File: config.mk
export PLATFORM = sky130hd
export DESIGN_NAME = ffsa_ram
export DESIGN_NICKNAME = d
export VERILOG_FILES = /design/src/rtl/ffsa_ram.sv
export SDC_FILE = /design/constraint.sdc
export NUM_CORES = 1
export LEC_CHECK = 0
export BUFFER_PORTS_ARGS = -buffer_cell sky130_fd_sc_hd__buf_2
export CAP_MARGIN = 40
export CORE_MARGIN = 8
export CORE_UTILIZATION = 65
export DETAILED_ROUTE_END_ITERATION = 7
export GPL_TIMING_DRIVEN = 0
export PLACE_DENSITY_LB_ADDON = 0.08
export REMOVE_ABC_BUFFERS = 1
export SKIP_LAST_GASP = 1
export SLEW_MARGIN = 10
export SYNTH_ARGS = -nofsm -noshare
export SYNTH_HDL_FRONTEND = slang
export SYNTH_SLANG_ARGS = --single-unit
File: constraint.sdc
create_clock -name clk -period 5.11 [get_ports clk]
set_clock_uncertainty 0.1 [all_clocks]
set_input_delay 0.2555 -clock clk [delete_from_list [all_inputs] [get_ports clk]]
set_output_delay 0.2555 -clock clk [all_outputs]
set_load 0.01 [all_outputs]
File: src/rtl/ffsa_ram.sv
// ----------------------------------------------------------------------------
// ffsa_ram
// generic single-write, single-read ram with registered read data
// ----------------------------------------------------------------------------
module ffsa_ram #(
  parameter int WIDTH = 8,
  parameter int DEPTH = 16
) (
  input  logic                     clk,
  input  logic                     we,
  input  logic [$clog2(DEPTH)-1:0] waddr,
  input  logic [WIDTH-1:0]         wdata,
  input  logic [$clog2(DEPTH)-1:0] raddr,
  output logic [WIDTH-1:0]         rdata
);

  logic [WIDTH-1:0] mem [DEPTH];

  always_ff @(posedge clk) begin
    if (we) begin
      mem[waddr] <= wdata;
    end
    rdata <= mem[raddr];
  end

endmodule

==> results.md <==
- The source-to-sink clock delay at the later pin of the worst-skew pair is slightly above 500 ps.
- The post-route minimum period is roughly 1500 ps.
- In this run the standard cell core region covers about 7700 sq um.
- Static timing analysis puts the maximum clock frequency at between 0.6 and 0.7 GHz.
- The total overflow left after global routing is 0.
- The number of endpoints with negative hold slack in the final report came to 0.
- Averaged over all synthesized cells, the footprint is 22.48 sq um.
- The sort of element at the end of the critical path is a register.
- The number of clock sinks is about 140.
- The post-cts gate resize count is 0.
- The I/O pin total is 26.
- The register area share after synthesis is 0.7778.
- TritonCTS built the clock tree.
- The post-synthesis instance area is between 5000 and 6000 sq um.
- For this design the ratio of total power to cell area is between 400 and 500 nW/um^2.
- For the pin with the worst max-slew slack, the measured transition is just over 900 ps.
- Setup repair after global routing left no endpoint under its margin.
- The die height is ~100 um.
- The run finished with clean final reports.
- The count of nets left with antenna violations once routing finished came out at 0.
- The total clock buffers created by CTS is 17.
- The static leakage is roughly 2.0 nW.
- The number of global-route vias before repair is roughly 2.6k.
- The detail-routed net length per standard cell is about 24 um.
- The worst supply voltage drop on vdd is a little over 300 uV.
- The max capacitance violation total is 0.
- Data on the critical path is required at its endpoint by 5140 ps.
- The critical path goes through buf_2 -> or3b_2 -> nor3_2.
- In the layout the commonest cells are sky130_fd_sc_hd__edfxtp_1 (128), sky130_fd_sc_hd__buf_2 (25), sky130_fd_sc_hd__mux4_2 (18).
- The delay of the slowest critical-path stage is 670 ps.
- The cts-stage hold buffer count is 0.
- The total number of vias is between 2k and 2.5k.
- 0 antenna diodes ended up in the layout.
- The highest fanout seen on the critical path is 8.
- Headroom to the max-slew limit came out at 0.3905.
- Of the available clock period, the critical path in the final layout requires 0.3003.
- The type of the worst setup path is input port to register.
- The number of standard-cell rows in the floorplan is 32.
- The detailed placement HPWL is between 5000 and 6000 um.
- The max-slew violation count is 0.
- Port buffering added 25 buffers.
- Setup violations remaining at the end of the flow were counted as 0.
- Clock tree synthesis selected as its root buffer the cell sky130_fd_sc_hd__clkbuf_8.
- The die is about 100 um wide.
- The final net count is 286.
- Routability-driven placement finished with a final weighted congestion of between 0.7 and 0.8.
- The post-CTS setup buffer count is 0.
- During synthesis, Yosys emitted a total of 0 warnings.
- The register-to-register path setup slack is around 3600 ps.
- The count of cell types in the netlist is 19.
- The total wire length after detailed routing is ~9300 um.
- The number of DRC violations after detailed-routing iteration 0 is 129.
- Entering global routing, the biggest net connects 33 pins.
- The effective utilization at floorplan is 0.6696.
- The critical path launch point type is an input port.
- The final-layout fill cell count is roughly 430.
- The total die area is about 11000 sq um.
- Using the TritonRoute via totals, the vias-per-cell ratio works out to 6.240.
- The setup TNS is 0 ps.
- The tightest min-delay check is of the input port to register type.
- For this run, the total global-route usage over all layers was measured as 0.1842.
- In the routed design, unresolved DRC markers number 0.
- The initial antenna violation count is 1.
- The arrival time of the worst setup path is around 1600 ps.
- No sink is reached through more buffers than the 2 on the longest clock path.
- On the critical path, the stage with the largest delay is an instance of sky130_fd_sc_hd__nor3_2.
- The most common library cell in the layout ignoring fill and taps is sky130_fd_sc_hd__edfxtp_1.
- The synthesis-to-finish area growth is 14.37%.
- Clock-pin slew was measured on the worst setup and hold paths at 60 ps.
- At the end of the flow the core is filled with cells to 0.7658.
- After synthesis the netlist holds a flip-flop and latch count of about 140.
- The first detailed-routing pass ran for 4 iterations.
- The total number of H-tree levels is 4.
- The gate count after technology mapping is roughly 230.
- Of the cells placed in the final design, the portion with a size suffix greater than 1 is 0.2847.
- The first global-routing pass estimated 14770 um of wire.
-- flip-flops by register name, indices dropped and copies added (netlist names) --
| signal | cells |
|---|---|
| mem | 128 |
| rdata | 8 |
-- area by class of cell --
class | count | area, sq um | share of cell area
clock buffer | 17 | 414.1 | 0.07035
clock inverter | 15 | 88.84 | 0.01509
multi-input combinational | 83 | 1077 | 0.1830
sequential | 136 | 4004 | 0.6801
tap | 102 | 127.6 | 0.02168
timing repair buffer | 30 | 175.2 | 0.02976
-- path summary, 6_finish.rpt --
path / start / to / cells past startpoint
max: waddr[2] / mem[0][6]$_DFFE_PP_ / 3
min: wdata[0] / mem[14][0]$_DFFE_PP_ / 1
max reg2reg: mem[8][1]$_DFFE_PP_ / rdata[1]$_DFF_P_ / 3
min reg2reg: mem[12][4]$_DFFE_PP_ / rdata[4]$_DFF_P_ / 3
-- worst max-delay path: cells and delay by family --
kind                   cells  cell delay (ps)
buffers and inverters      1              120
AND/OR/NAND/NOR            2             1180
-- synthesized netlist by cell type, drive strengths merged --
cell type / count / area, sq um
nand2b: 2 / 12.51
clkdlybuf4s25: 3 / 30.03
mux4: 32 / 773.2
nand2: 9 / 33.78
nor2: 13 / 48.80
and2b: 1 / 7.510
edfxtp: 128 / 3844
nand3: 1 / 5.000
dfxtp: 8 / 160.2
a22oi: 16 / 120.1
nor3: 4 / 20.02
nor2b: 1 / 6.260
buf: 7 / 56.30
or3b: 1 / 8.760
and2: 1 / 6.260
nand3b: 2 / 15.01
-- logic make-up (layout without fill, tap and decap cells) --
kind of cell	after synthesis	after routing	share of synthesized area
mux	32	32	0.1502
flops	136	136	0.7778
buf+inv	10	62	0.01677
compound gates	16	16	0.02334
simple gates	35	35	0.03184
-- routing by layer --
metal | GRT usage | up-vias | part of all wire
li1 | - | 1059 | -
met5 | 0 | - | 0.0012
met2 | 0.2882 | 80 | 0.50
met1 | 0.2324 | 1236 | 0.42
met3 | 0.06757 | 13 | 0.064
met4 | 0.06728 | 2 | 0.010
-- through the flow --
step                hold slack (ps)  instance area, sq um  power (mW)  instances  worst slack (ps)
floorplan                     254.4                  5061       1.329        219              3262
detailed placement            545.8                  5384       1.390        351              3059
global placement              540.4                  5314       1.382        346              2680
global route                  13.17                  5887       2.442        383              3535
CTS                           7.169                  5887       2.383        383              3600
finish                        31.45                  5887       2.371        383              3576
-- power breakdown --
group / total (mW) / switching, mW / internal, mW / leakage [nW]
registers: 1.25 / 0.00715 / 1.25 / 1.22
clock network: 1.00 / 0.421 / 0.583 / 0.233
logic: 0.113 / 0.0659 / 0.0467 / 0.506
Power figures use the tool's default switching activity.
